`config.mk`:
```
export PLATFORM = sky130hd
export DESIGN_NAME = console_terminal_iot_controller
export DESIGN_NICKNAME = d
export VERILOG_FILES = /design/src/ctiot_pkg.sv /design/src/ctiot_cfg.sv /design/src/ctiot_core.sv /design/src/console_terminal_iot_controller.sv
export SDC_FILE = /design/constraint.sdc
export NUM_CORES = 1
export LEC_CHECK = 0
export BUFFER_PORTS_ARGS = -buffer_cell sky130_fd_sc_hd__clkbuf_2
export CAP_MARGIN = 20
export CELL_PAD_IN_SITES_DETAIL_PLACEMENT = 0
export CELL_PAD_IN_SITES_GLOBAL_PLACEMENT = 1
export CORE_ASPECT_RATIO = 1.75
export CORE_MARGIN = 5
export CORE_UTILIZATION = 43
export CTS_CLUSTER_SIZE = 16
export DETAILED_ROUTE_END_ITERATION = 8
export PLACE_DENSITY = 0.89
export SYNTH_ARGS = -nofsm -noshare
export SYNTH_HDL_FRONTEND = slang
export SYNTH_SLANG_ARGS = --single-unit
```
`constraint.sdc`:
```
create_clock -name clk -period 3.3 [get_ports clk]
set_input_delay 0.66 -clock clk [delete_from_list [all_inputs] [get_ports clk]]
set_output_delay 0.66 -clock clk [all_outputs]
set_load 0.005 [all_outputs]
```
`src/ctiot_pkg.sv`:
```
// ----------------------------------------------------------------------------
// ctiot_pkg
// shared types and codes for the console terminal interface
// ----------------------------------------------------------------------------
`timescale 1ns / 1ps

package ctiot_pkg;

  // request kinds
  localparam logic [1:0] OP_KEY_IOT = 2'd0;
  localparam logic [1:0] OP_PRT_IOT = 2'd1;
  localparam logic [1:0] OP_KEY_RX  = 2'd2;
  localparam logic [1:0] OP_TICK    = 2'd3;

  // keyboard iot pulses
  localparam logic [2:0] KP_CLR_FLAG  = 3'd0;
  localparam logic [2:0] KP_SKIP_FLAG = 3'd1;
  localparam logic [2:0] KP_CLR_AC    = 3'd2;
  localparam logic [2:0] KP_READ_OR   = 3'd4;
  localparam logic [2:0] KP_INT_EN    = 3'd5;
  localparam logic [2:0] KP_READ_CLR  = 3'd6;

  // printer iot pulses
  localparam logic [2:0] PP_SET_FLAG  = 3'd0;
  localparam logic [2:0] PP_SKIP_FLAG = 3'd1;
  localparam logic [2:0] PP_CLR_FLAG  = 3'd2;
  localparam logic [2:0] PP_LOAD      = 3'd4;
  localparam logic [2:0] PP_SKIP_IRQ  = 3'd5;
  localparam logic [2:0] PP_CLR_LOAD  = 3'd6;

  // configuration register indexes
  localparam logic CFG_UPPER_CASE = 1'b0;
  localparam logic CFG_PRINT_DLY  = 1'b1;

  localparam logic [15:0] PRINT_DELAY_RST = 16'd100;

  // character constants
  localparam logic [6:0] CHAR_LOWER_A = 7'h61;
  localparam logic [6:0] CHAR_LOWER_Z = 7'h7A;
  localparam logic [6:0] CHAR_CASE    = 7'h20;

  typedef struct packed {
    logic [1:0]  opcode;
    logic [2:0]  pulse;
    logic [11:0] ac;
    logic [7:0]  key_char;
  } item_t;

  typedef struct packed {
    logic [11:0] ac_out;
    logic        skip;
    logic        illegal_pulse;
    logic        irq;
    logic        print_valid;
    logic [6:0]  print_char;
  } result_t;

  typedef struct packed {
    logic        upper_case_only;
    logic [15:0] print_delay;
  } cfg_t;

endpackage

```
`src/ctiot_cfg.sv`:
```
// ----------------------------------------------------------------------------
// ctiot_cfg
// configuration registers: upper-case mapping and print delay
// ----------------------------------------------------------------------------
`timescale 1ns / 1ps

module ctiot_cfg (
  input  logic              clk,
  input  logic              rst_n,
  input  logic              cfg_valid,
  output logic              cfg_ready,
  input  logic              cfg_index,
  input  logic [15:0]       cfg_data,
  output ctiot_pkg::cfg_t   cfg
);
  import ctiot_pkg::*;

  logic        upper_case_r;
  logic [15:0] print_delay_r;

  // always able to take a write
  assign cfg_ready = 1'b1;

  // register writes
  always_ff @(posedge clk) begin
    if (!rst_n) begin
      upper_case_r  <= 1'b1;
      print_delay_r <= PRINT_DELAY_RST;
    end else if (cfg_valid) begin
      unique case (cfg_index)
        CFG_UPPER_CASE: upper_case_r  <= cfg_data[0];
        CFG_PRINT_DLY:  print_delay_r <= cfg_data;
        default: ;
      endcase
    end
  end

  assign cfg.upper_case_only = upper_case_r;
  assign cfg.print_delay     = print_delay_r;

endmodule

```
`src/ctiot_core.sv`:
```
// ----------------------------------------------------------------------------
// ctiot_core
// terminal state registers and the single-pass decode of one request
// ----------------------------------------------------------------------------
`timescale 1ns / 1ps

module ctiot_core (
  input  logic                 clk,
  input  logic                 rst_n,
  input  ctiot_pkg::cfg_t      cfg,
  input  logic                 fire,
  input  ctiot_pkg::item_t     item,
  output ctiot_pkg::result_t   res
);
  import ctiot_pkg::*;

  logic [7:0]  key_buffer_r,   key_buffer_nxt;
  logic        key_flag_r,     key_flag_nxt;
  logic        key_enable_r,   key_enable_nxt;
  logic [6:0]  print_buffer_r, print_buffer_nxt;
  logic        print_flag_r,   print_flag_nxt;
  logic        print_enable_r, print_enable_nxt;
  logic        print_busy_r,   print_busy_nxt;
  logic [15:0] print_cnt_r,    print_cnt_nxt;

  logic [6:0]  rx_char;
  logic        irq_cur;
  logic        start;

  assign irq_cur = (key_flag_r & key_enable_r) | (print_flag_r & print_enable_r);

  // received character with optional upper-case mapping
  always_comb begin
    rx_char = item.key_char[6:0];
    if (cfg.upper_case_only && rx_char >= CHAR_LOWER_A && rx_char <= CHAR_LOWER_Z)
      rx_char = rx_char - CHAR_CASE;
  end

  // request decode and next state
  always_comb begin
    key_buffer_nxt   = key_buffer_r;
    key_flag_nxt     = key_flag_r;
    key_enable_nxt   = key_enable_r;
    print_buffer_nxt = print_buffer_r;
    print_flag_nxt   = print_flag_r;
    print_enable_nxt = print_enable_r;
    print_busy_nxt   = print_busy_r;
    print_cnt_nxt    = print_cnt_r;
    start            = 1'b0;

    res.ac_out        = item.ac;
    res.skip          = 1'b0;
    res.illegal_pulse = 1'b0;
    res.print_valid   = 1'b0;
    res.print_char    = '0;

    unique case (item.opcode)
      OP_KEY_IOT: begin
        unique case (item.pulse)
          KP_CLR_FLAG:  key_flag_nxt = 1'b0;
          KP_SKIP_FLAG: res.skip = key_flag_r;
          KP_CLR_AC: begin
            key_flag_nxt = 1'b0;
            res.ac_out   = '0;
          end
          KP_READ_OR:   res.ac_out = item.ac | {4'b0, key_buffer_r};
          KP_INT_EN: begin
            key_enable_nxt   = item.ac[0];
            print_enable_nxt = item.ac[0];
          end
          KP_READ_CLR: begin
            key_flag_nxt = 1'b0;
            res.ac_out   = {4'b0, key_buffer_r};
          end
          default:      res.illegal_pulse = 1'b1;
        endcase
      end
      OP_PRT_IOT: begin
        unique case (item.pulse)
          PP_SET_FLAG:  print_flag_nxt = 1'b1;
          PP_SKIP_FLAG: res.skip = print_flag_r;
          PP_CLR_FLAG:  print_flag_nxt = 1'b0;
          PP_LOAD:      start = 1'b1;
          PP_SKIP_IRQ:  res.skip = irq_cur;
          PP_CLR_LOAD: begin
            print_flag_nxt = 1'b0;
            start          = 1'b1;
          end
          default:      res.illegal_pulse = 1'b1;
        endcase
      end
      OP_KEY_RX: begin
        key_buffer_nxt = {1'b1, rx_char};
        key_flag_nxt   = 1'b1;
      end
      OP_TICK: begin
        if (print_busy_r) begin
          if (print_cnt_r <= 16'd1) begin
            print_cnt_nxt   = '0;
            print_busy_nxt  = 1'b0;
            print_flag_nxt  = 1'b1;
            res.print_valid = 1'b1;
            res.print_char  = print_buffer_r;
          end else begin
            print_cnt_nxt = print_cnt_r - 16'd1;
          end
        end
      end
      default: ;
    endcase

    // load printer buffer; a busy printer keeps its countdown
    if (start) begin
      print_buffer_nxt = item.ac[6:0];
      if (!print_busy_r) begin
        print_busy_nxt = 1'b1;
        print_cnt_nxt  = cfg.print_delay;
      end
    end

    res.irq = (key_flag_nxt & key_enable_nxt) | (print_flag_nxt & print_enable_nxt);
  end

  // state update on each processed request
  always_ff @(posedge clk) begin
    if (!rst_n) begin
      key_buffer_r   <= '0;
      key_flag_r     <= 1'b0;
      key_enable_r   <= 1'b1;
      print_buffer_r <= '0;
      print_flag_r   <= 1'b0;
      print_enable_r <= 1'b1;
      print_busy_r   <= 1'b0;
      print_cnt_r    <= '0;
    end else if (fire) begin
      key_buffer_r   <= key_buffer_nxt;
      key_flag_r     <= key_flag_nxt;
      key_enable_r   <= key_enable_nxt;
      print_buffer_r <= print_buffer_nxt;
      print_flag_r   <= print_flag_nxt;
      print_enable_r <= print_enable_nxt;
      print_busy_r   <= print_busy_nxt;
      print_cnt_r    <= print_cnt_nxt;
    end
  end

`ifndef SYNTHESIS
  // idle printer holds no count
  a_idle_cnt: assert property (@(posedge clk) disable iff (!rst_n)
    !print_busy_r |-> print_cnt_r == 16'd0)
    else $error("printer idle with nonzero countdown");

  // expiring tick raises the printer flag and frees the printer
  a_expire: assert property (@(posedge clk) disable iff (!rst_n)
    fire && item.opcode == OP_TICK && print_busy_r && print_cnt_r <= 16'd1
    |=> print_flag_r && !print_busy_r)
    else $error("print expiry did not set flag");

  // received key sets flag and the marker bit
  a_key_rx: assert property (@(posedge clk) disable iff (!rst_n)
    fire && item.opcode == OP_KEY_RX |=> key_flag_r && key_buffer_r[7])
    else $error("received key not latched");

  // character only emitted when the printer was busy
  a_emit: assert property (@(posedge clk) disable iff (!rst_n)
    fire && res.print_valid |-> print_busy_r && item.opcode == OP_TICK)
    else $error("character emitted without a print in progress");
`endif

endmodule

```
`src/console_terminal_iot_controller.sv`:
```
// ----------------------------------------------------------------------------
// console_terminal_iot_controller
// keyboard and printer interface of a 12-bit minicomputer console
// ----------------------------------------------------------------------------
// channel  direction  handshake              payload
// in_      in         in_valid / in_stall    opcode, pulse, ac, key_char
// out_     out        out_valid / out_stall  ac_out, skip, illegal_pulse, irq,
//                                            print_valid, print_char
// cfg_     in         cfg_valid / cfg_ready  cfg_index, cfg_data
//
// one request per cycle while out_stall is low; input register, then result register
// each request is decoded and applied to the terminal state in one pass
// between the two registers
// reset is synchronous; cfg_ready is always high
// out_stall holds the result register; the input register still takes a
// request while it is empty, so in_stall rises only when both are full
// ----------------------------------------------------------------------------
`timescale 1ns / 1ps

module console_terminal_iot_controller (
  input  logic        clk,
  input  logic        rst_n,
  input  logic        in_valid,
  output logic        in_stall,
  input  logic [1:0]  in_opcode,
  input  logic [2:0]  in_pulse,
  input  logic [11:0] in_ac,
  input  logic [7:0]  in_key_char,
  output logic        out_valid,
  input  logic        out_stall,
  output logic [11:0] out_ac_out,
  output logic        out_skip,
  output logic        out_illegal_pulse,
  output logic        out_irq,
  output logic        out_print_valid,
  output logic [6:0]  out_print_char,
  input  logic        cfg_valid,
  output logic        cfg_ready,
  input  logic        cfg_index,
  input  logic [15:0] cfg_data
);
  import ctiot_pkg::*;

  cfg_t    cfg;
  item_t   item_r;
  logic    item_valid_r;
  result_t res;
  result_t res_r;
  logic    out_valid_r;
  logic    adv;
  logic    in_take;

  // flow control
  assign adv      = item_valid_r & (~out_valid_r | ~out_stall);
  assign in_stall = item_valid_r & ~adv;
  assign in_take  = in_valid & ~in_stall;

  ctiot_cfg u_cfg (
    .clk       (clk),
    .rst_n     (rst_n),
    .cfg_valid (cfg_valid),
    .cfg_ready (cfg_ready),
    .cfg_index (cfg_index),
    .cfg_data  (cfg_data),
    .cfg       (cfg)
  );

  // input register
  always_ff @(posedge clk) begin
    if (!rst_n) begin
      item_valid_r <= 1'b0;
    end else if (in_take) begin
      item_valid_r <= 1'b1;
    end else if (adv) begin
      item_valid_r <= 1'b0;
    end
  end

  always_ff @(posedge clk) begin
    if (in_take) begin
      item_r.opcode   <= in_opcode;
      item_r.pulse    <= in_pulse;
      item_r.ac       <= in_ac;
      item_r.key_char <= in_key_char;
    end
  end

  ctiot_core u_core (
    .clk   (clk),
    .rst_n (rst_n),
    .cfg   (cfg),
    .fire  (adv),
    .item  (item_r),
    .res   (res)
  );

  // result register
  always_ff @(posedge clk) begin
    if (!rst_n) begin
      out_valid_r <= 1'b0;
    end else if (adv) begin
      out_valid_r <= 1'b1;
    end else if (~out_stall) begin
      out_valid_r <= 1'b0;
    end
  end

  always_ff @(posedge clk) begin
    if (adv) begin
      res_r <= res;
    end
  end

  assign out_valid         = out_valid_r;
  assign out_ac_out        = res_r.ac_out;
  assign out_skip          = res_r.skip;
  assign out_illegal_pulse = res_r.illegal_pulse;
  assign out_irq           = res_r.irq;
  assign out_print_valid   = res_r.print_valid;
  assign out_print_char    = res_r.print_char;

`ifndef SYNTHESIS
  // an empty input register never pushes back
  a_no_stall_empty: assert property (@(posedge clk) disable iff (!rst_n)
    !item_valid_r |-> !in_stall)
    else $error("stall with empty input register");

  // a held result keeps the request in the input register
  a_hold: assert property (@(posedge clk) disable iff (!rst_n)
    out_valid_r && out_stall && item_valid_r |=> item_valid_r && out_valid_r)
    else $error("request lost while result held");

  // advancing a request always presents a result next cycle
  a_adv_out: assert property (@(posedge clk) disable iff (!rst_n)
    adv |=> out_valid_r)
    else $error("processed request produced no result");
`endif

endmodule
```
==> results of run 1 <==
-- report_power, final --
part           internal [W]  total (W)  switching, W
Combinational     0.0000813   0.000195      0.000114
Sequential          0.00137    0.00141     0.0000352
Clock              0.000528    0.00102      0.000490
Total               0.00198    0.00262      0.000639
-- worst min path at each step --
stage / endpoint / startpoint
floorplan: u_core.print_buffer_r[0] / u_core.print_buffer_r[0]
global placement: u_core.print_buffer_r[2] / u_core.print_buffer_r[2]
global route: item_r[4] / in_key_char[4]
CTS: u_core.print_buffer_r[5] / u_core.print_buffer_r[5]
detailed placement: u_core.print_buffer_r[5] / u_core.print_buffer_r[5]
finish: u_core.print_buffer_r[4] / u_core.print_buffer_r[4]
-- metrics by stage --
step,hold slack [ns],instances
2_1_floorplan,0.432,435
3_3_place_gp,0.445,607
3_5_place_dp,0.447,607
4_1_cts,0.457,623
5_1_grt,0.465,623
6_report,0.456,623
-- layout by cell type (no fill, tap or decap), types with 2 or more instances in the layout --
master,instances
sky130_fd_sc_hd__ha_1,3
sky130_fd_sc_hd__or4_1,4
sky130_fd_sc_hd__o21a_1,5
sky130_fd_sc_hd__a2111oi_0,2
sky130_fd_sc_hd__nor2_1,29
sky130_fd_sc_hd__a22oi_1,2
sky130_fd_sc_hd__inv_1,10
sky130_fd_sc_hd__a21boi_0,20
sky130_fd_sc_hd__nand2b_1,4
sky130_fd_sc_hd__edfxtp_1,47
sky130_fd_sc_hd__nand3_1,9
sky130_fd_sc_hd__a21oi_1,22
sky130_fd_sc_hd__a211oi_1,3
sky130_fd_sc_hd__a22o_1,11
sky130_fd_sc_hd__o221ai_1,2
sky130_fd_sc_hd__buf_4,3
sky130_fd_sc_hd__nand4_1,3
sky130_fd_sc_hd__o2111ai_1,2
sky130_fd_sc_hd__dfxtp_1,55
sky130_fd_sc_hd__mux2i_1,6
sky130_fd_sc_hd__inv_6,2
sky130_fd_sc_hd__nor4_1,5
sky130_fd_sc_hd__o21ai_0,17
sky130_fd_sc_hd__nor3_1,15
sky130_fd_sc_hd__and3_1,10
sky130_fd_sc_hd__nand3b_1,2
sky130_fd_sc_hd__clkbuf_16,9
sky130_fd_sc_hd__o22ai_1,4
sky130_fd_sc_hd__and2_1,5
sky130_fd_sc_hd__a21o_1,5
sky130_fd_sc_hd__a31oi_1,4
sky130_fd_sc_hd__nand2_1,74
sky130_fd_sc_hd__clkbuf_2,70
sky130_fd_sc_hd__o41ai_1,2
sky130_fd_sc_hd__nor3b_1,2
-- per-layer routing --
layer	routed length, µm	part of all wire [%]	track usage [%]	up-vias
met5	0	0	0	-
met4	239	2.4	7.39	0
met3	386	3.8	3.21	20
met2	5680	56	31.7	83
met1	3800	38	18.4	1610
li1	-	-	-	1705
-- state kept, by name, indices dropped and copies added, names as in the netlist, 7 cells and up --
register,count
u_core.print_buffer_r,7
item_r,24
u_cfg.print_delay_r,16
u_core.print_cnt_r,16
out_print_char,7
u_core.key_buffer_r,8
out_ac_out,12
-- cell families (layout without fill, tap and decap cells) --
kind of cell | Yosys count | in the layout | share of synthesized area, %
xor+xnor | 1 | 1 | 0.200
flops | 102 | 102 | 57.3
fa+ha+maj | 3 | 3 | 0.857
other cells | 1 | 1 | 0.0856
buf+inv | 36 | 99 | 3.23
mux | 7 | 7 | 1.63
compound gates | 111 | 111 | 17.4
simple gates | 174 | 174 | 19.3
-- worst min-delay path, delay by kind of cell (launching register included) --
family           cells  cell delay [ns]
flip-flops           1             0.31
AND/OR/NAND/NOR      1             0.05
AO/OA/AOI/OAI        1             0.05
-- layout make-up --
type	instances	area, µm²	share of cell area [%]
Multi-Input combinational cell	297	1730	33.9
Sequential cell	102	2510	49.2
Timing Repair Buffer	73	373	7.31
Tap cell	125	156	3.07
Clock buffer	9	225	4.41
Inverter	10	37.5	0.736
Clock inverter	7	66.3	1.30
==> results.toml, run 1 <==
[run_status]
run_status = "finished, final reports clean"

[clock_tree]
ctsResizeCount = 0
cts.repair_timing.setup_buffer_count = 0
h-tree-depth = 3
clock_tree_root_buffer_cell = "sky130_fd_sc_hd__clkbuf_16"
max-clock-path-buffers = 2
cts_tree = "built"
path_clk_slew_ns = 0.07
clock_latency_ns = 0.34
cts_inserted_buffers = 9
holdBufCountCts = 0
clock_sink_count = 102

[final_layout]
layout.filler_cells = 920
final_core_utilization_pct = 51.5
antenna_cells_inserted = 0
areaGrowthSynthToFinish_pct = 16.4
drive_gt1_share_pct = 19.9
nNetsFinal = 543
post-route-cell-area_um2 = 5100

[placed_design]
io_buffers = 70
post-dp-hpwl_um = 7390
pre_cts_slack_ns = 0.607
post_dp_cell_area_um2 = 4810
gp_congestion = 0.901

[critical_path]
cp-start-kind = "flop"
r2r_start = "u_core.print_cnt_r[9]"
endpoint_kind = "flop"
cp_slowest_stage_delay_ns = 0.66
worstSetupPathType = "reg2reg"
cp.required_ns = 3.54
crit_chain = "or4_1 > nand4bb_1 > o21ai_1 > nor2_1 > o21a_1"
worstSetupPathDepth = 5
critical_path_capture_point = "u_core.print_cnt_r[14]"
worst_ep_arrival_time_ns = 2.78
worst_reg_to_reg_setup_slack_ns = 0.76
r2r-end = "u_core.print_cnt_r[14]"
cpMaxStageDelayCell = "sky130_fd_sc_hd__or4_1"
rr_worst_depth = 5
cpLargestDelayFamily = "simple AND/OR/NAND/NOR gates"
crit_buf_inv = 0
cp_max_fo = 8
worst_setup_path_startpoint = "u_core.print_cnt_r[9]"

[yosys]
syn_inst = 435
postSynthNetCount = 485
yosys.area.top_type_share_pct = 32.2
yosys_register_bits = 102
async_flop_share_pct = 0
synth.cells.most_frequent = "sky130_fd_sc_hd__nand2_1, sky130_fd_sc_hd__dfxtp_1, sky130_fd_sc_hd__edfxtp_1"
synth.largest_area_cell = "sky130_fd_sc_hd__edfxtp_1"
post_synth_num_cell_types = 59
synthesis.yosys.warnings = 0
synth_edf_count = 47
synth.top_cells.by_area = "sky130_fd_sc_hd__edfxtp_1, sky130_fd_sc_hd__dfxtp_1, sky130_fd_sc_hd__nand2_1, sky130_fd_sc_hd__a21boi_0, sky130_fd_sc_hd__a21oi_1"
yosys.cell_count.top_type = "sky130_fd_sc_hd__nand2_1"
post_synth_instance_area_um2 = 4380
ys_dominant_reg_cell = "sky130_fd_sc_hd__dfxtp_1"
syn_avg_cell_area_um2 = 10.1
synth_seq_area_share_pct = 57.3

[drt]
routed_via_density = 5.49
routed_wl_um = 10100
antenna_left = 0
route.vias.total = 3418
dr.pass1.iters = 5
drt_iter0_drc = 216
drt-wirelength-per-cell_um = 16.2
drcViolationCount = 0

[global_routing]
maximum_number_of_pins_on_one_net_before_global_route_repair = 48
globalRoute.totalOverflow = 0
grt_first_pass_wirelength_um = 16400
track_usage_pct = 17.1
first_global_vias = 3280
number_of_antenna_violations_at_the_first_check_in_global_routing = 0

[sta]
final.min_clock_period_ns = 2.54
final_hold_viol_count = 0
fin_setup_tns_ns = 0
period_share_pct = 77.1
rsz0062_at_grt = "no"
maxSlewHeadroom_pct = 36.9
fmax_mhz = 393
worst_slew_pin_slew_ns = 0.938
slew_viol_final = 0
skew_ns = 0.00520
fin_ws_ns = 0.756
count_of_final_setup_violators = 0

[floorplanning]
floorplan.rows = 48
fp.dieW_um = 86.3
initial_core_util_pct = 44.2
die-area_um2 = 12400
chipHeight_um = 144
placeableCoreArea_um2 = 9910
design.portCount = 73

[power]
vdd.ir_drop.worst_mv = 0.417
finalPower_w = 0.00262
power.leakage_nw = 2.03
powerDensity_nw_per_um2 = 514

[worst_hold_path]
type_of_the_most_critical_hold_path = "reg2reg"
worst_hold_path.num_cells = 2

[job]
number_of_maximum_capacitance_constraint_violations = 0
(Power assumes the default switching activity.)
==> run 2: changes to the inputs <==
--- a/config.mk
+++ b/config.mk
@@ -11,10 +11,10 @@
 export CELL_PAD_IN_SITES_GLOBAL_PLACEMENT = 1
 export CORE_ASPECT_RATIO = 1.75
 export CORE_MARGIN = 5
-export CORE_UTILIZATION = 43
+export CORE_UTILIZATION = 39
 export CTS_CLUSTER_SIZE = 16
 export DETAILED_ROUTE_END_ITERATION = 8
-export PLACE_DENSITY = 0.89
+export PLACE_DENSITY = 0.85
 export SYNTH_ARGS = -nofsm -noshare
 export SYNTH_HDL_FRONTEND = slang
 export SYNTH_SLANG_ARGS = --single-unit
==> constraint.sdc (replaced) <==
create_clock -name clk -period 2.1 [get_ports clk]
set_input_delay 0.42 -clock clk [delete_from_list [all_inputs] [get_ports clk]]
set_output_delay 0.42 -clock clk [all_outputs]
set_load 0.005 [all_outputs]
==> run 2 against run 1 <==
Critical endpoint is now u_core.print_cnt_r[11]. Global-route usage is 1.3 points lower. Highest routed layer unchanged. Maximum frequency up 23%. Worst hold slack worse by 0.21 ns. Clock power rose by 58%. Count of clock-buffer cells in the layout did not move. Sequential power grew 57%. Non-clock buffer count is 31 higher. First-iteration DRC count is 1.9% lower. Power grew 59%.
==> results.toml, run 2 (same netlist as run 1, synthesis figures left out) <==
[sta]
period_share_pct = 98.6
worst_slew_pin_slew_ns = 0.804
fin_ws_ns = 0.0302
fin_setup_tns_ns = 0
final_hold_viol_count = 0
final.min_clock_period_ns = 2.07
count_of_final_setup_violators = 0
fmax_mhz = 483
maxSlewHeadroom_pct = 45.9
slew_viol_final = 0
rsz0062_at_grt = "yes"
skew_ns = 0.0114

[critical_path]
endpoint_kind = "flop"
cp.required_ns = 2.31
r2r-end = "u_core.print_cnt_r[11]"
cp_max_fo = 4
cp-start-kind = "flop"
rr_worst_depth = 5
worstSetupPathType = "reg2reg"
worst_reg_to_reg_setup_slack_ns = 0.03
r2r_start = "u_core.print_cnt_r[5]"
worst_ep_arrival_time_ns = 2.28

[placed_design]
pre_cts_slack_ns = -0.0230
post-dp-hpwl_um = 8140
gp_congestion = 0.891
post_dp_cell_area_um2 = 5050
io_buffers = 70

[global_routing]
globalRoute.totalOverflow = 0
track_usage_pct = 15.7
number_of_antenna_violations_at_the_first_check_in_global_routing = 0
first_global_vias = 3522
maximum_number_of_pins_on_one_net_before_global_route_repair = 25
grt_first_pass_wirelength_um = 17000

[clock_tree]
cts_tree = "built"
max-clock-path-buffers = 2
cts.repair_timing.setup_buffer_count = 0
clock_tree_root_buffer_cell = "sky130_fd_sc_hd__clkbuf_16"
path_clk_slew_ns = 0.08
clock_latency_ns = 0.35
clock_sink_count = 102
h-tree-depth = 3
cts_inserted_buffers = 9
holdBufCountCts = 0

[drt]
drt-wirelength-per-cell_um = 16.2
drt_iter0_drc = 212
routed_wl_um = 10700
antenna_left = 0
drcViolationCount = 0
route.vias.total = 3559
dr.pass1.iters = 4
routed_via_density = 5.38

[worst_hold_path]
holdCritStartpoint = "in_ac[5]"
worst_hold_path.num_cells = 1
worstHoldEndpoint = "item_r[13]"
type_of_the_most_critical_hold_path = "in2reg"

[floorplanning]
die-area_um2 = 13500
floorplan.rows = 51
design.portCount = 73
chipHeight_um = 150
fp.dieW_um = 90.1
placeableCoreArea_um2 = 11100
initial_core_util_pct = 39.5

[run_status]
run_status = "finished, final reports clean"

[job]
number_of_maximum_capacitance_constraint_violations = 0

[final_layout]
areaGrowthSynthToFinish_pct = 22.8
drive_gt1_share_pct = 25.9
reg_top3 = "item_r: 24 flops, u_cfg.print_delay_r: 16 flops, u_core.print_cnt_r: 16 flops"
layout_commonest_cell = "sky130_fd_sc_hd__nand2_1"
nNetsFinal = 574
largest_register = "item_r"
antenna_cells_inserted = 0
layout_common_cells = "sky130_fd_sc_hd__nand2_1, sky130_fd_sc_hd__clkbuf_2, sky130_fd_sc_hd__dfxtp_1"
largest_register_ffs = 24
post-route-cell-area_um2 = 5380

[power]
power.leakage_nw = 2.19
finalPower_w = 0.00417
powerDensity_nw_per_um2 = 775
vdd.ir_drop.worst_mv = 0.576
==> run 2: cell types whose count changed in the layout (fill, tap and decap cells not counted), sizes merged <==
cell      before  now
buf            3   34
clkinv         3    4
clkinvlp       1    0
==> run 2: layout make-up <==
class                           instances  area [µm²]
Inverter                               10        37.5
Clock buffer                            9         225
Timing Repair Buffer                  104         606
Sequential cell                       102        2510
Tap cell                              132         165
Fill cell                            1094        5720
Clock inverter                          7        65.1
Multi-Input combinational cell        297        1770
==> run 2: routing by layer <==
| metal | up-vias | track usage [%] | share of wire, % |
|---|---|---|---|
| li1 | 1771 | - | - |
| met1 | 1675 | 16.2 | 36 |
| met2 | 87 | 29.5 | 56 |
| met3 | 26 | 2.45 | 3.7 |
| met4 | 0 | 9.39 | 4.2 |
| met5 | - | 0 | 0 |
==> run 2: worst max path at each step <==
stage / start / end / slack [ns] / cells after the start
6_report: u_core.print_cnt_r[5] / u_core.print_cnt_r[11] / 0.03 / 5
5_1_grt: u_core.print_cnt_r[4] / u_core.print_cnt_r[11] / -0.02 / 5
4_1_cts: u_core.print_cnt_r[4] / u_core.print_cnt_r[11] / 0.009 / 5
3_5_place_dp: u_core.print_cnt_r[4] / u_core.print_cnt_r[11] / -0.02 / 5
3_3_place_gp: u_core.print_cnt_r[4] / u_core.print_cnt_r[11] / 0.05 / 5
2_1_floorplan: u_core.print_cnt_r[4] / u_core.print_cnt_r[11] / -0.02 / 6
==> run 2: stage by stage <==
| stage | hold slack, ns | util, % | std cells |
|---|---|---|---|
| 2_1_floorplan | 0.432 | - | 435 |
| 3_3_place_gp | 0.441 | 45.5 | 645 |
| 3_5_place_dp | 0.444 | 45.5 | 645 |
| 4_1_cts | 0.233 | 48.2 | 661 |
| 5_1_grt | 0.233 | 48.5 | 661 |
| 6_report | 0.247 | 48.5 | 661 |
==> run 2: worst max-delay path, stage by stage (launching register included) <==
cell,delay [ns]
sky130_fd_sc_hd__dfxtp_1,0.35
sky130_fd_sc_hd__or4_4,0.49
sky130_fd_sc_hd__or3_4,0.38
sky130_fd_sc_hd__or4_4,0.43
sky130_fd_sc_hd__mux2i_1,0.20
sky130_fd_sc_hd__a211oi_2,0.09
==> run 2: timing repair <==
| item | CTS | global route |
|---|---|---|
| endpoints found under the hold margin | 0 | 0 |
| pin swaps | 0 | 0 |
| endpoints found under the setup margin | 1 | 8 |
| resized for setup | 1 | 8 |
==> run 2: report_power, final <==
part / switching (W) / total [W] / internal, W
registers: 0.0000530 / 0.00221 / 0.00216
clock network: 0.000775 / 0.00161 / 0.000833
logic: 0.000195 / 0.000352 / 0.000156
==> run 3: changes to the inputs <==
==> constraint.sdc (replaced) <==
create_clock -name clk -period 2.1 [get_ports clk]
set_input_delay 0.105 -clock clk [delete_from_list [all_inputs] [get_ports clk]]
set_output_delay 0.105 -clock clk [all_outputs]
set_load 0.005 [all_outputs]
==> run 3 against run 2 <==
Core utilization grew 3.4 points. First-iteration DRC count grew 23%. Clock power grew 5%. Critical path depth is the same. Worst hold slack lost 0.24 ns. Global-route usage grew 1.5 points. Register-to-register slack is essentially flat. Critical path type unchanged. Critical endpoint unchanged.
==> results.toml, run 3 (same netlist as run 1, synthesis figures left out) <==
[sta]
maxSlewHeadroom_pct = 43.0
slew_viol_final = 0
count_of_final_setup_violators = 0
fmax_mhz = 486
rsz0062_at_grt = "yes"
final.min_clock_period_ns = 2.06
final_hold_viol_count = 0
period_share_pct = 98.0
final.hold.worst_slack_ns = 0.0102
skew_ns = 0.00705
worst_slew_pin_slew_ns = 0.846

[final_layout]
largest_register = "item_r"
antenna_cells_inserted = 0
drive_gt1_share_pct = 23.9
layout.filler_cells = 1027
layout_common_cells = "sky130_fd_sc_hd__nand2_1, sky130_fd_sc_hd__clkbuf_2, sky130_fd_sc_hd__dfxtp_1"
final_core_utilization_pct = 51.9
sequential_cell_area_um2 = 2510
largest_register_ffs = 24
post-route-cell-area_um2 = 5760
nNetsFinal = 613
reg_top3 = "item_r: 24 flops, u_cfg.print_delay_r: 16 flops, u_core.print_cnt_r: 16 flops"
multi_input_comb_area_um2 = 1750
fin_cells = 700
areaGrowthSynthToFinish_pct = 31.5
layout_commonest_cell = "sky130_fd_sc_hd__nand2_1"

[floorplanning]
fp.dieW_um = 90.1
initial_core_util_pct = 39.5
placeableCoreArea_um2 = 11100
floorplan.rows = 51
die-area_um2 = 13500
chipHeight_um = 150
design.portCount = 73

[placed_design]
post_dp_cell_area_um2 = 5070
io_buffers = 70
gp_congestion = 0.897
place.detailed.instances = 647
post-dp-hpwl_um = 8110

[power]
powerDensity_nw_per_um2 = 748
vdd.ir_drop.worst_mv = 0.652
finalPower_w = 0.00431
power.leakage_nw = 2.36

[global_routing]
maximum_number_of_pins_on_one_net_before_global_route_repair = 25
first_global_vias = 3788
globalRoute.totalOverflow = 0
number_of_antenna_violations_at_the_first_check_in_global_routing = 0
track_usage_pct = 17.2
grt_first_pass_wirelength_um = 18600

[drt]
route.vias.total = 3766
dr.pass1.iters = 4
antenna_left = 0
drt-wirelength-per-cell_um = 16.2
drcViolationCount = 0
drt_iter0_drc = 260
routed_wl_um = 11400
routed_via_density = 5.38

[critical_path]
worstSetupPathType = "reg2reg"
cp_max_fo = 2
worst_ep_arrival_time_ns = 2.32
cp.required_ns = 2.36
endpoint_kind = "flop"
cp-start-kind = "flop"

[worst_hold_path]
type_of_the_most_critical_hold_path = "in2reg"

[job]
number_of_maximum_capacitance_constraint_violations = 0

[clock_tree]
h-tree-depth = 3
cts_tree = "built"
cts_inserted_buffers = 9
max-clock-path-buffers = 2
clock_tree_root_buffer_cell = "sky130_fd_sc_hd__clkbuf_16"
clock_latency_ns = 0.34
clock_sink_count = 102
cts.repair_timing.setup_buffer_count = 0
path_clk_slew_ns = 0.07

[run_status]
run_status = "finished, final reports clean"
-- run 3: changes by cell type in the layout (fill, tap and decap cells not counted), sizes merged --
| cell | before | now |
|---|---|---|
| dlygate4sd3 | 0 | 37 |
| inv | 13 | 14 |
| clkinvlp | 0 | 1 |
| buf | 34 | 36 |
| clkinv | 4 | 1 |
| bufinv | 0 | 1 |
-- run 3: path summary, 6_finish.rpt --
check	startpoint	to	slack, ns	depth (start not counted)
max	u_core.print_cnt_r[4]	u_core.print_cnt_r[11]	0.04	5
min	cfg_data[14]	u_cfg.print_delay_r[14]	0.01	3
max reg2reg	u_core.print_cnt_r[4]	u_core.print_cnt_r[11]	0.04	5
min reg2reg	u_core.print_buffer_r[2]	u_core.print_buffer_r[2]	0.46	2
-- run 3: per-stage QoR --
stage	setup TNS (ns)	setup slack, ns
after detailed placement	0	0.0732
after global routing	-0.0490	-0.0490
final	0	0.0417
after CTS	0	0.0605
after global placement	0	0.0856
after floorplan	-0.0250	-0.0250
-- run 3: layout make-up --
type	count	share of cell area (%)
inverter	10	0.651
clock buffer	9	3.91
tap	132	2.87
timing repair buffer	143	17.2
multi-input combinational	297	30.4
clock inverter	7	1.37
sequential	102	43.6
-- run 3: power by group --
group / internal [W] / leakage, nW / switching [W] / total (W)
registers: 0.00216 / 0.904 / 0.0000490 / 0.00221
clock network: 0.000941 / 0.146 / 0.000752 / 0.00169
logic: 0.000203 / 1.31 / 0.000208 / 0.000411
total: 0.00330 / 2.36 / 0.00101 / 0.00431
-- run 3: critical path, stage by stage (launching register included) --
cell                       delay, ns
sky130_fd_sc_hd__dfxtp_2        0.32
sky130_fd_sc_hd__or4_4          0.53
sky130_fd_sc_hd__or3_4          0.35
sky130_fd_sc_hd__or4_4          0.43
sky130_fd_sc_hd__mux2i_1        0.13
sky130_fd_sc_hd__a211oi_1       0.23
-- run 3: repair_timing --
action                                 CTS  global route
hold buffers                            37             0
endpoints found under the hold margin   37             0
setup endpoints to repair                0             5
gates resized for setup                  0             5
-- run 3: metal layers --
metal	vias to the layer above	routed length, µm	track usage, %	part of all wire [%]
li1	1840	-	-	-
met1	1790	4060	17.4	36
met2	104	6450	33.6	57
met3	32	431	2.60	3.8
met4	0	419	8.79	3.7
met5	-	0	0	0
